$ cat config.mk
export PLATFORM = sky130hd
export DESIGN_NAME = jpeg_frame_header_scanner
export DESIGN_NICKNAME = d
export VERILOG_FILES = /design/src/rtl/core/jfhs_pkg.sv /design/src/rtl/core/jfhs_in_reg.sv /design/src/rtl/core/jfhs_parser.sv /design/src/rtl/core/jfhs_out_reg.sv /design/src/rtl/core/jpeg_frame_header_scanner.sv
export SDC_FILE = /design/constraint.sdc
export NUM_CORES = 1
export LEC_CHECK = 0
export BUFFER_PORTS_ARGS = -buffer_cell sky130_fd_sc_hd__buf_2
export CELL_PAD_IN_SITES_DETAIL_PLACEMENT = 1
export CELL_PAD_IN_SITES_GLOBAL_PLACEMENT = 1
export CORE_ASPECT_RATIO = 1.75
export CORE_MARGIN = 3
export CORE_UTILIZATION = 45
export CTS_BUF_LIST = sky130_fd_sc_hd__clkbuf_8
export CTS_CLUSTER_SIZE = 14
export DETAILED_ROUTE_END_ITERATION = 8
export PLACE_DENSITY = 0.88
export SKIP_CTS_REPAIR_TIMING = 1
export SLEW_MARGIN = 20
export SYNTH_ARGS = -nofsm -noshare
export SYNTH_HDL_FRONTEND = slang
export SYNTH_SLANG_ARGS = --single-unit
$ cat constraint.sdc
create_clock -name clock -period 5.6 [get_ports clock]
set_clock_uncertainty 0.15 [all_clocks]
set_input_delay 0.56 -clock clock [delete_from_list [all_inputs] [get_ports clock]]
set_output_delay 0.56 -clock clock [all_outputs]
set_load 0.05 [all_outputs]
$ cat src/rtl/core/jfhs_pkg.sv
// Types and constants shared by the JPEG frame header scanner modules.
// Depends on nothing; every other file imports it.
package jfhs_pkg;

   // Result status codes.
   localparam logic [2:0] ST_OK         = 3'd0;
   localparam logic [2:0] ST_NOT_JPEG   = 3'd1;
   localparam logic [2:0] ST_BAD_LENGTH = 3'd2;
   localparam logic [2:0] ST_SHORT_SOF  = 3'd3;
   localparam logic [2:0] ST_BAD_VALUES = 3'd4;
   localparam logic [2:0] ST_NOT_FOUND  = 3'd5;

   // Marker bytes.
   localparam logic [7:0] MK_PREFIX    = 8'hFF;
   localparam logic [7:0] MK_SOI       = 8'hD8;
   localparam logic [7:0] MK_EOI       = 8'hD9;
   localparam logic [7:0] MK_SOS       = 8'hDA;
   localparam logic [7:0] MK_RST_FIRST = 8'hD0;
   localparam logic [7:0] MK_RST_LAST  = 8'hD7;
   localparam logic [7:0] MK_SOF_FIRST = 8'hC0;
   localparam logic [7:0] MK_SOF_LAST  = 8'hCF;
   localparam logic [7:0] MK_DHT       = 8'hC4;
   localparam logic [7:0] MK_JPG       = 8'hC8;
   localparam logic [7:0] MK_DAC       = 8'hCC;

   // Number of SOF body bytes kept: precision, height, width, components.
   localparam logic [2:0] SOF_HDR_BYTES = 3'd6;

   typedef struct packed {
      logic [7:0] data_byte;
      logic       last_byte;
   } req_type;

   typedef struct packed {
      logic [2:0]  status;
      logic [15:0] image_width;
      logic [15:0] image_height;
      logic [7:0]  component_count;
      logic [7:0]  sample_precision;
   } rsp_type;

   // Handshake between the input register and the parser.
   typedef struct packed {
      logic item_valid;
      logic consume;
   } stage_ctl_type;

endpackage

$ cat src/rtl/core/jfhs_in_reg.sv
// Input register of the JPEG frame header scanner.
// Holds one byte item until the parser consumes it. Uses jfhs_pkg.
module jfhs_in_reg (
   input  logic                    clock,
   input  logic                    reset,
   input  logic                    req_valid,
   output logic                    req_stall,
   input  jfhs_pkg::req_type       req_item,
   input  logic                    consume,
   output jfhs_pkg::stage_ctl_type ctl,
   output jfhs_pkg::req_type       item
);
   import jfhs_pkg::*;

   logic    valid_ff, valid_in;
   req_type item_ff;
   logic    take;

   assign req_stall = valid_ff && !consume;
   assign take      = req_valid && !req_stall;
   assign valid_in  = take || (valid_ff && !consume);

   always_ff @(posedge clock) begin
      if (reset) begin
         valid_ff <= 1'b0;
      end else begin
         valid_ff <= valid_in;
      end
      if (take) begin
         item_ff <= req_item;
      end
   end

   assign ctl.item_valid = valid_ff;
   assign ctl.consume    = consume;
   assign item           = item_ff;

endmodule

$ cat src/rtl/core/jfhs_parser.sv
// Marker scanner and SOF capture of the JPEG frame header scanner.
// Updates the parse state once per consumed byte and flags a result. Uses jfhs_pkg.
module jfhs_parser (
   input  logic                    clock,
   input  logic                    reset,
   input  jfhs_pkg::stage_ctl_type ctl,
   input  jfhs_pkg::req_type       item,
   output logic                    has_result,
   output jfhs_pkg::rsp_type       result
);
   import jfhs_pkg::*;

   typedef enum logic [2:0] {
      PH_START0,
      PH_START1,
      PH_SEEK,
      PH_FILL,
      PH_LEN_HI,
      PH_LEN_LO,
      PH_BODY,
      PH_DONE
   } phase_type;

   phase_type   phase_ff, phase_in;
   logic [15:0] remain_ff, remain_in;
   logic [2:0]  index_ff, index_in;
   logic        is_sof_ff, is_sof_in;
   logic [2:0]  seen_ff, seen_in;
   logic [47:0] header_ff, header_in;
   logic [15:0] seg_len;
   logic [7:0]  b;

   function automatic logic sof_marker(input logic [7:0] m);
      return (m >= MK_SOF_FIRST) && (m <= MK_SOF_LAST) &&
             (m != MK_DHT) && (m != MK_JPG) && (m != MK_DAC);
   endfunction

   function automatic rsp_type error_rsp(input logic [2:0] code);
      rsp_type r;
      r        = '0;
      r.status = code;
      return r;
   endfunction

   // Judge a complete SOF segment from the captured body bytes.
   function automatic rsp_type finish_sof(input logic [2:0] idx, input logic [47:0] hdr);
      rsp_type    r;
      logic [7:0] comps;
      r     = '0;
      comps = hdr[7:0];
      if (idx < SOF_HDR_BYTES) begin
         r.status = ST_SHORT_SOF;
      end else if (hdr[23:8] == 16'd0 || hdr[39:24] == 16'd0 ||
                   (comps != 8'd1 && comps != 8'd3 && comps != 8'd4)) begin
         r.status = ST_BAD_VALUES;
      end else begin
         r.status           = ST_OK;
         r.component_count  = comps;
         r.image_width      = hdr[23:8];
         r.image_height     = hdr[39:24];
         r.sample_precision = hdr[47:40];
      end
      return r;
   endfunction

   assign b       = item.data_byte;
   assign seg_len = {remain_ff[15:8], b};

   always_comb begin
      phase_in   = phase_ff;
      remain_in  = remain_ff;
      index_in   = index_ff;
      is_sof_in  = is_sof_ff;
      seen_in    = seen_ff;
      header_in  = header_ff;
      has_result = 1'b0;
      result     = '0;

      if (phase_ff != PH_DONE) begin
         if (seen_ff < 3'd4) begin
            seen_in = seen_ff + 3'd1;
         end
         unique case (phase_ff)
            PH_START0: begin
               if (b != MK_PREFIX) begin
                  has_result = 1'b1;
                  result     = error_rsp(ST_NOT_JPEG);
               end else begin
                  phase_in = PH_START1;
               end
            end
            PH_START1: begin
               if (b != MK_SOI) begin
                  has_result = 1'b1;
                  result     = error_rsp(ST_NOT_JPEG);
               end else begin
                  phase_in = PH_SEEK;
               end
            end
            PH_SEEK: begin
               if (b == MK_PREFIX) begin
                  phase_in = PH_FILL;
               end
            end
            PH_FILL: begin
               if (b == MK_PREFIX) begin
                  phase_in = PH_FILL;
               end else if (b == MK_EOI || b == MK_SOS) begin
                  has_result = 1'b1;
                  result     = error_rsp(ST_NOT_FOUND);
               end else if (b >= MK_RST_FIRST && b <= MK_RST_LAST) begin
                  phase_in = PH_SEEK;
               end else begin
                  is_sof_in = sof_marker(b);
                  phase_in  = PH_LEN_HI;
               end
            end
            PH_LEN_HI: begin
               remain_in = {b, 8'h00};
               phase_in  = PH_LEN_LO;
            end
            PH_LEN_LO: begin
               remain_in = seg_len;
               if (seg_len < 16'd2) begin
                  has_result = 1'b1;
                  result     = error_rsp(ST_BAD_LENGTH);
               end else begin
                  remain_in = seg_len - 16'd2;
                  index_in  = 3'd0;
                  header_in = '0;
                  if (remain_in == 16'd0) begin
                     if (is_sof_ff) begin
                        has_result = 1'b1;
                        result     = finish_sof(3'd0, 48'd0);
                     end else begin
                        phase_in = PH_SEEK;
                     end
                  end else begin
                     phase_in = PH_BODY;
                  end
               end
            end
            PH_BODY: begin
               if (index_ff < SOF_HDR_BYTES) begin
                  header_in = {header_ff[39:0], b};
                  index_in  = index_ff + 3'd1;
               end
               remain_in = remain_ff - 16'd1;
               if (remain_in == 16'd0) begin
                  if (is_sof_ff) begin
                     has_result = 1'b1;
                     result     = finish_sof(index_in, header_in);
                  end else begin
                     phase_in = PH_SEEK;
                  end
               end
            end
            default: begin
               phase_in = phase_ff;
            end
         endcase
         if (has_result) begin
            phase_in = PH_DONE;
         end
      end

      if (item.last_byte) begin
         if (phase_in != PH_DONE) begin
            has_result = 1'b1;
            if (phase_in == PH_START0 || phase_in == PH_START1 || seen_in < 3'd4) begin
               result = error_rsp(ST_NOT_JPEG);
            end else if (phase_in == PH_BODY) begin
               result = error_rsp(ST_BAD_LENGTH);
            end else begin
               result = error_rsp(ST_NOT_FOUND);
            end
         end
         // Return to the start of a new file.
         phase_in  = PH_START0;
         remain_in = '0;
         index_in  = '0;
         is_sof_in = 1'b0;
         seen_in   = '0;
         header_in = '0;
      end
   end

   always_ff @(posedge clock) begin
      if (reset) begin
         phase_ff  <= PH_START0;
         remain_ff <= '0;
         index_ff  <= '0;
         is_sof_ff <= 1'b0;
         seen_ff   <= '0;
         header_ff <= '0;
      end else if (ctl.consume) begin
         phase_ff  <= phase_in;
         remain_ff <= remain_in;
         index_ff  <= index_in;
         is_sof_ff <= is_sof_in;
         seen_ff   <= seen_in;
         header_ff <= header_in;
      end
   end

endmodule

$ cat src/rtl/core/jfhs_out_reg.sv
// Result register of the JPEG frame header scanner.
// Holds one result item until the receiver takes it. Uses jfhs_pkg.
module jfhs_out_reg (
   input  logic              clock,
   input  logic              reset,
   input  logic              load,
   input  jfhs_pkg::rsp_type load_item,
   output logic              out_free,
   output logic              rsp_valid,
   input  logic              rsp_stall,
   output jfhs_pkg::rsp_type rsp_item
);
   import jfhs_pkg::*;

   logic    valid_ff, valid_in;
   rsp_type item_ff;

   assign out_free = !valid_ff || !rsp_stall;
   assign valid_in = load || (valid_ff && rsp_stall);

   always_ff @(posedge clock) begin
      if (reset) begin
         valid_ff <= 1'b0;
      end else begin
         valid_ff <= valid_in;
      end
      if (load) begin
         item_ff <= load_item;
      end
   end

   assign rsp_valid = valid_ff;
   assign rsp_item  = item_ff;

endmodule

$ cat src/rtl/core/jpeg_frame_header_scanner.sv
// JPEG frame header scanner: takes a JPEG file one byte per item and returns
// exactly one result item per file, the SOF precision, height, width and
// component count or an error status. One byte is taken every clock cycle;
// the only stall comes from a full result register. Each byte is held in the
// input register; its result, if any, then goes to the result register, and
// the byte stays in the input register while the result register is full.
// The byte flagged last always returns the scanner to the start of a new file.
// Uses jfhs_pkg, jfhs_in_reg, jfhs_parser and jfhs_out_reg.
module jpeg_frame_header_scanner (
   input  logic              clock,
   input  logic              reset,
   input  logic              req_valid,
   output logic              req_stall,
   input  jfhs_pkg::req_type req_item,
   output logic              rsp_valid,
   input  logic              rsp_stall,
   output jfhs_pkg::rsp_type rsp_item
);
   import jfhs_pkg::*;

   stage_ctl_type ctl;
   req_type       item;
   rsp_type       result;
   logic          has_result;
   logic          out_free;
   logic          consume;

   // A byte with no result moves on even while the result register is full.
   assign consume = ctl.item_valid && (!has_result || out_free);

   jfhs_in_reg u_in_reg (
      .clock     (clock),
      .reset     (reset),
      .req_valid (req_valid),
      .req_stall (req_stall),
      .req_item  (req_item),
      .consume   (consume),
      .ctl       (ctl),
      .item      (item)
   );

   jfhs_parser u_parser (
      .clock      (clock),
      .reset      (reset),
      .ctl        (ctl),
      .item       (item),
      .has_result (has_result),
      .result     (result)
   );

   jfhs_out_reg u_out_reg (
      .clock     (clock),
      .reset     (reset),
      .load      (consume && has_result),
      .load_item (result),
      .out_free  (out_free),
      .rsp_valid (rsp_valid),
      .rsp_stall (rsp_stall),
      .rsp_item  (rsp_item)
   );

   a_err_fields_zero: assert property (@(posedge clock) disable iff (reset)
      rsp_valid && rsp_item.status != ST_OK |->
         rsp_item.image_width == 16'd0 && rsp_item.image_height == 16'd0 &&
         rsp_item.component_count == 8'd0 && rsp_item.sample_precision == 8'd0)
      else $error("error result carries nonzero header fields");

   a_ok_fields_sane: assert property (@(posedge clock) disable iff (reset)
      rsp_valid && rsp_item.status == ST_OK |->
         rsp_item.image_width != 16'd0 && rsp_item.image_height != 16'd0 &&
         (rsp_item.component_count == 8'd1 || rsp_item.component_count == 8'd3 ||
          rsp_item.component_count == 8'd4))
      else $error("ok result with invalid header fields");

   a_stall_needs_item: assert property (@(posedge clock) disable iff (reset)
      req_stall |-> ctl.item_valid && has_result && !out_free)
      else $error("input stalled without a blocked result");

   a_load_when_free: assert property (@(posedge clock) disable iff (reset)
      consume && has_result |-> out_free)
      else $error("result register overwritten while held");

endmodule

# Yosys cells after proc, flatten, opt, wreduce, memory -nomap -nowiden
# Index checks and enable logic that the tools add are counted.
[word_totals]
elab_cells = 167
register_bits = 136
output_inout_bits = 53
in_bits = 13
[op_classes]
n_eq_ne = 25
magnitude_cmp = 9
add_sub_neg = 4
reduce_logical = 40
n_mux = 73
[ops]
columns = ["operator", "count"]
rows = [
  ["$mux W51", 11],
  ["$mux W48", 8],
  ["$pmux W51 S5", 1],
  ["$mux W49", 2],
  ["$pmux W48 S2", 1],
  ["$mux W3", 24],
  ["$logic_not A16 Y1", 4],
  ["$mux W50", 1],
  ["$mux W16", 3],
  ["$pmux W16 S3", 1],
  ["$ne A8 B8 Y1 const B", 5],
  ["$eq A8 B8 Y1 const B", 3],
  ["$pmux W3 S7", 1],
  ["$mux W1", 18],
  ["$ge A8 B8 Y1 const B", 2],
  ["$le A8 B8 Y1 const B", 2],
  ["$lt A16 B2 Y1 const B", 1],
  ["$sub A16 B1 Y16 const B", 1],
  ["$sub A16 B2 Y16 const B", 1],
  ["$eq A3 B3 Y1 const B", 4],
  ["$logic_and A1 B1 Y1", 12],
  ["$lt A3 B3 Y1 const B", 4],
  ["$logic_or A1 B1 Y1", 9],
  ["$ne A3 B3 Y1 const B", 3],
  ["17 further kinds", 29],
]

# Longest topological paths before layout
[depth]
depth_word = 19
mapped_depth = 15
ltp_nobuf = 10

# Cells and area by module
# A second synthesis with hierarchy kept.
[hier_totals]
hier_cells = 825
area_unflattened_um2 = 6895.4
[by_module_without_submodules]
columns = ["mod", "cells_per_inst", "area_each_um2", "instances", "seq_area_each_um2"]
rows = [
  ["jfhs_parser", 752, 4977.3, 1, 1481.4],
  ["jfhs_out_reg", 55, 1564.0, 1, 1551.5],
  ["jfhs_in_reg", 15, 335.3, 1, 290.3],
  ["jpeg_frame_header_scanner", 3, 18.8, 1, 0.0],
]

# Worst setup path after synthesis
# Ideal clock, no wire load.
[synth_path]
kind = "reg2reg"
start = "reg u_parser.remain_ff[8]"
end = "reg u_out_reg.item_ff (netlist bit u_out_reg.rsp_item[0]) (enable)"
t_arrival_ps = 3675
setup_time_ps = 412
required_time_ps = 5038
slack_ps = 1363
path_stages_with_launch = 11
n_path_buf = 3
synth_period_minus_slack_ps = 4237
path_cell_list = "dfxtp_1 > buf_6 > or4_4 > or4_1 > buf_2 > nor2_1 > xor2_1 > or4b_1 > buf_4 > nand2_1 > o21a_1"
[synth_via]
elab_chain_cells = 15
elab_cells_between_ends = 24
cone_classes = "add/sub (2); order compare (1); eq/ne (1); mux (14); reduce/logical (6)"
[synth_lines]
columns = ["element", "line_no", "text"]
rows = [
  ["start, declared", "jfhs_parser.sv:25", "logic [15:0] remain_ff, remain_in;"],
  ["start signal, assigned", "jfhs_parser.sv:198", "remain_ff <= remain_in;"],
  ["$sub A16 B2 Y16", "jfhs_parser.sv:128", "remain_in = seg_len - 16'd2;"],
  ["$logic_not A16 Y1", "jfhs_parser.sv:131", "if (remain_in == 16'd0) begin"],
  ["$mux W1", "jfhs_parser.sv:131", ""],
  ["$mux W1", "jfhs_parser.sv:124", "if (seg_len < 16'd2) begin"],
  ["$pmux W1 S5", "jfhs_parser.sv:83", "unique case (phase_ff)"],
  ["$mux W1", "jfhs_parser.sv:79", "if (phase_ff != PH_DONE) begin"],
  ["$mux W3", "jfhs_parser.sv:162", "if (has_result) begin"],
  ["$mux W3", "jfhs_parser.sv:79", ""],
  ["$ne A3 B3 Y1", "jfhs_parser.sv:168", "if (phase_in != PH_DONE) begin"],
  ["$mux W1", "jfhs_parser.sv:168", ""],
  ["$mux W1 *", "jfhs_parser.sv:167", "if (item.last_byte) begin"],
  ["$logic_not A1 Y1", "jpeg_frame_header_scanner.sv:29", "assign consume = ctl.item_valid && (!has_result || out_free);"],
  ["$logic_or A1 B1 Y1", "jpeg_frame_header_scanner.sv:29", ""],
  ["$logic_and A1 B1 Y1", "jpeg_frame_header_scanner.sv:29", ""],
  ["$logic_and A1 B1 Y1 *", "jpeg_frame_header_scanner.sv:54", ".load (consume && has_result),"],
  ["via u_out_reg.load", "jfhs_out_reg.sv:6", "input logic load,"],
  ["end signal, assigned", "jfhs_out_reg.sv:28", "item_ff <= load_item;"],
  ["end, declared", "jfhs_out_reg.sv:16", "rsp_type item_ff;"],
]
# The timed path passes the listed nets; every way through them passes the cells marked *. The select of a mux whose other input is x is not followed.
# A chain may end at the register's enable or synchronous reset.

# Final worst setup path
[layout_path]
start = "reg u_parser.remain_ff[1]"
end = "reg u_parser.header_ff[21]"
[layout_via]
elab_chain_cells = 14
elab_cells_between_ends = 17
cone_classes = "add/sub (1); eq/ne (1); mux (10); reduce/logical (5)"
[layout_lines]
columns = ["element", "line_no", "text"]
rows = [
  ["$sub A16 B1 Y16 *", "jfhs_parser.sv:148", "remain_in = remain_ff - 16'd1;"],
  ["$logic_not A16 Y1 *", "jfhs_parser.sv:149", "if (remain_in == 16'd0) begin"],
  ["$mux W1", "jfhs_parser.sv:149", ""],
  ["$pmux W1 S5", "jfhs_parser.sv:83", ""],
  ["$mux W1", "jfhs_parser.sv:79", ""],
  ["$mux W3", "jfhs_parser.sv:162", ""],
  ["$mux W3", "jfhs_parser.sv:79", ""],
  ["$ne A3 B3 Y1", "jfhs_parser.sv:168", ""],
  ["$mux W1", "jfhs_parser.sv:168", ""],
  ["$mux W1 *", "jfhs_parser.sv:167", ""],
  ["$logic_not A1 Y1 *", "jpeg_frame_header_scanner.sv:29", ""],
  ["$logic_or A1 B1 Y1 *", "jpeg_frame_header_scanner.sv:29", ""],
  ["$logic_and A1 B1 Y1 *", "jpeg_frame_header_scanner.sv:29", ""],
  ["$reduce_and A4 Y1 (no line) *", "-", ""],
  ["end signal, assigned", "jfhs_parser.sv:202", "header_ff <= header_in;"],
  ["end, declared", "jfhs_parser.sv:29", "logic [47:0] header_ff, header_in;"],
]
# Mark *: on every way between the ends. The rest lies on a longest branch, timed or not. The select of a mux whose other input is x is not followed.

==> impl_metrics.yaml <==
clock_tree:
  cts-root-buf: "clkbuf_8"
  h-tree-depth: 4
  cts_tree: "yes"
  clk-insertion-delay-late_ns: 0.46
  clock_path_buffers: 2
  cts_sinks: 136
  clk_pin_slew_ns: 0.09
  cts_inserted_buffers: 17
synthesis:
  ys_seq_elements: 136
  synthArstFlopShare_pct: 0
  syn_inst: 715
  ys.flop_type: "dfxtp_1"
  synth_cell_types: 71
  syn_area_per_cell_um2: 9.43
  synth_edf_count: 60
  ys_warn_count: 0
  ys_seq_area_share_pct: 49.3
  syn_area_um2: 6740
die:
  initial_core_util_pct: 46.4
  dieArea_um2: 16500
  die_h_um: 168
  io_pins: 66
  fp.coreArea_um2: 14500
  die_w_um: 98.5
  rows: 58
sta:
  fin_crit_ns: 4.49
  setup_tns_ns: 0
  hold_ws_ns: 0.123
  hold_viol_final: 0
  max_freq_mhz: 223
  maxSlewViolCount: 0
  period_share_pct: 80.2
  tightest_slew_ns: 0.928
  setup_viol: 0
  grt_setup_unrepaired: "no"
  max_slew_margin_pct: 38.0
place:
  place_inst: 917
  portBuffers: 65
  gp_congestion: 0.936
  placed_cell_area_um2: 7110
  dp_hpwl_um: 16000
worst_setup_path:
  critPathMaxStageDelay_ns: 0.79
  cp_max_fo: 35
  crit_family: "simple AND/OR/NAND/NOR gates"
  arrival_ns: 4.74
  worstSetupPathType: "reg -> reg"
  crit_buf_inv: 2
  crit_slowest_cell: "a21oi_4"
  startpoint_type: "register"
  cp-end-kind: "register"
  path_common_cell: "a22o_1"
  worstPathRequired_ns: 5.85
  path_cells: "inv_1 -> ha_1 -> nor3b_1 -> nand4_1 -> xor2_1 -> nand3b_1 -> or4b_1 -> a22o_1 -> a21oi_4 -> buf_4 -> a22o_1"
finish:
  layout.cells.non_filler: 949
  nets: 774
  fin_util_pct: 51.5
  fillers: 1709
  mostFrequentLayoutCell: "nand2_1"
  final_area_um2: 7470
  drive_gt1_share_pct: 16.5
  antenna_cells: 0
  area_delta_synth_final_pct: 10.9
  mostFrequentLayoutCells: "nand2_1, dfxtp_1, a21oi_1"
routing:
  vias: 6027
  first_pass_iters: 5
  ant_nets: 0
  drcViolationCount: 0
  wl_per_cell_um: 23.7
  first_iter_violations: 253
  wl_um: 22500
  vias_per_cell: 6.35
power:
  swShare_pct: 30.7
  seqPwrFrac_pct: 52.5
  p_sw_uw: 635
  powerDensity_nw_per_um2: 277
  power.internal_mw: 1.43
  p_leak_nw: 2.69
  combPwrFrac_pct: 10.0
  peakVddDrop_mv: 0.128
  p_clk_share_pct: 37.5
grt:
  grt_max_degree: 51
  grt_pass1_wl_um: 35200
  grt_usage_pct: 27.3
  grt_overflow: 0
  antenna_found_initial: 0
  grt_pass1_vias: 6436
status:
  outcome: "completed"
hold_path:
  worstHoldPathType: "in -> reg"
run:
  cap_violations: 0
==> state kept, by name, indices dropped and copies added (netlist names) <==
| register | cells |
|---|---|
| u_parser.header_ff | 48 |
| u_parser.is_sof_ff | 1 |
| u_out_reg.rsp_valid | 1 |
| u_parser.remain_ff | 16 |
| u_parser.index_ff | 3 |
| u_in_reg.valid_ff | 1 |
| u_parser.seen_ff | 3 |
| u_in_reg.item | 9 |
| u_parser.phase_ff | 3 |
| u_out_reg.rsp_item | 51 |
==> worst register-to-register path: stages (launching register included) <==
cell and delay (ns):
dfxtp_1 0.35, inv_1 0.11, ha_1 0.35, nor3b_1 0.51, nand4_1 0.18, xor2_1 0.27, nand3b_1 0.10, or4b_1 0.68
a22o_1 0.41, a21oi_4 0.79, buf_4 0.36, a22o_1 0.17
==> metrics by stage <==
step           power [mW]  setup WS, ns
6_report             2.07          1.11
5_1_grt              2.14         0.848
4_1_cts              2.08          1.15
3_5_place_dp         1.31          1.21
3_3_place_gp         1.31          1.38
2_1_floorplan        1.25          1.36
==> path summary, 6_finish.rpt <==
kind | startpoint | to | slack, ns | depth (start not counted)
setup reg to reg | u_parser.remain_ff[1] | u_parser.header_ff[21] | 1.11 | 11
setup / recovery | u_parser.remain_ff[1] | u_parser.header_ff[21] | 1.11 | 11
hold reg to reg | u_parser.header_ff[45] | u_parser.header_ff[45] | 0.36 | 1
hold / removal | req_item[0] | u_in_reg.item[0] | 0.12 | 1
==> cell usage after synthesis, types with 10 or more instances <==
master    instances  share of area [%]
edfxtp_1         60                 27
o22ai_1          11                1.0
o21ai_0          17                1.3
nand3_1          16                1.2
dfxtp_1          76                 23
clkbuf_1         39                2.2
nor2_1           35                1.9
nor4_1           16                1.5
a21oi_1          66                4.9
a22o_1           51                6.6
inv_1            12               0.67
xnor2_1          10                1.3
nand2_1         134                7.5
==> power groups by stage <==
stage                     clock network [mW]  registers (mW)  logic, mW
after floorplan                            0            1.15      0.108
after global placement                     0            1.11      0.199
after detailed placement                   0            1.11      0.204
after CTS                              0.789            1.09      0.205
after global routing                   0.833            1.09      0.220
final                                  0.775            1.09      0.207
==> routing by layer <==
metal | track usage (%) | wire length (um) | vias up
met5 | 0 | 0 | -
met4 | 22.0 | 2010 | 0
met3 | 4.68 | 948 | 90
met2 | 49.5 | 11900 | 228
met1 | 26.5 | 7650 | 2970
li1 | - | - | 2739
==> cell families (layout without fill, tap and decap cells) <==
family / count (synthesis) / after routing / share of synthesized area [%]
fa+ha+maj: 5 / 5 / 0.928
other cells: 1 / 5 / 0.0556
xor+xnor: 16 / 16 / 2.08
flops: 136 / 136 / 49.3
buf+inv: 70 / 120 / 4.79
simple gates: 275 / 275 / 20.4
compound gates: 202 / 202 / 20.9
mux: 10 / 10 / 1.56
==> final cells by class <==
type                            instances  area (um2)  share of cell area, %
Clock buffer                           17         234                   3.13
Clock inverter                         15         129                   1.72
Inverter                               14        52.6                  0.703
Multi-Input combinational cell        513        3120                   41.7
Sequential cell                       136        3320                   44.5
Tap cell                              180         225                   3.01
Timing Repair Buffer                   74         393                   5.26
(Power assumes the default switching activity.)
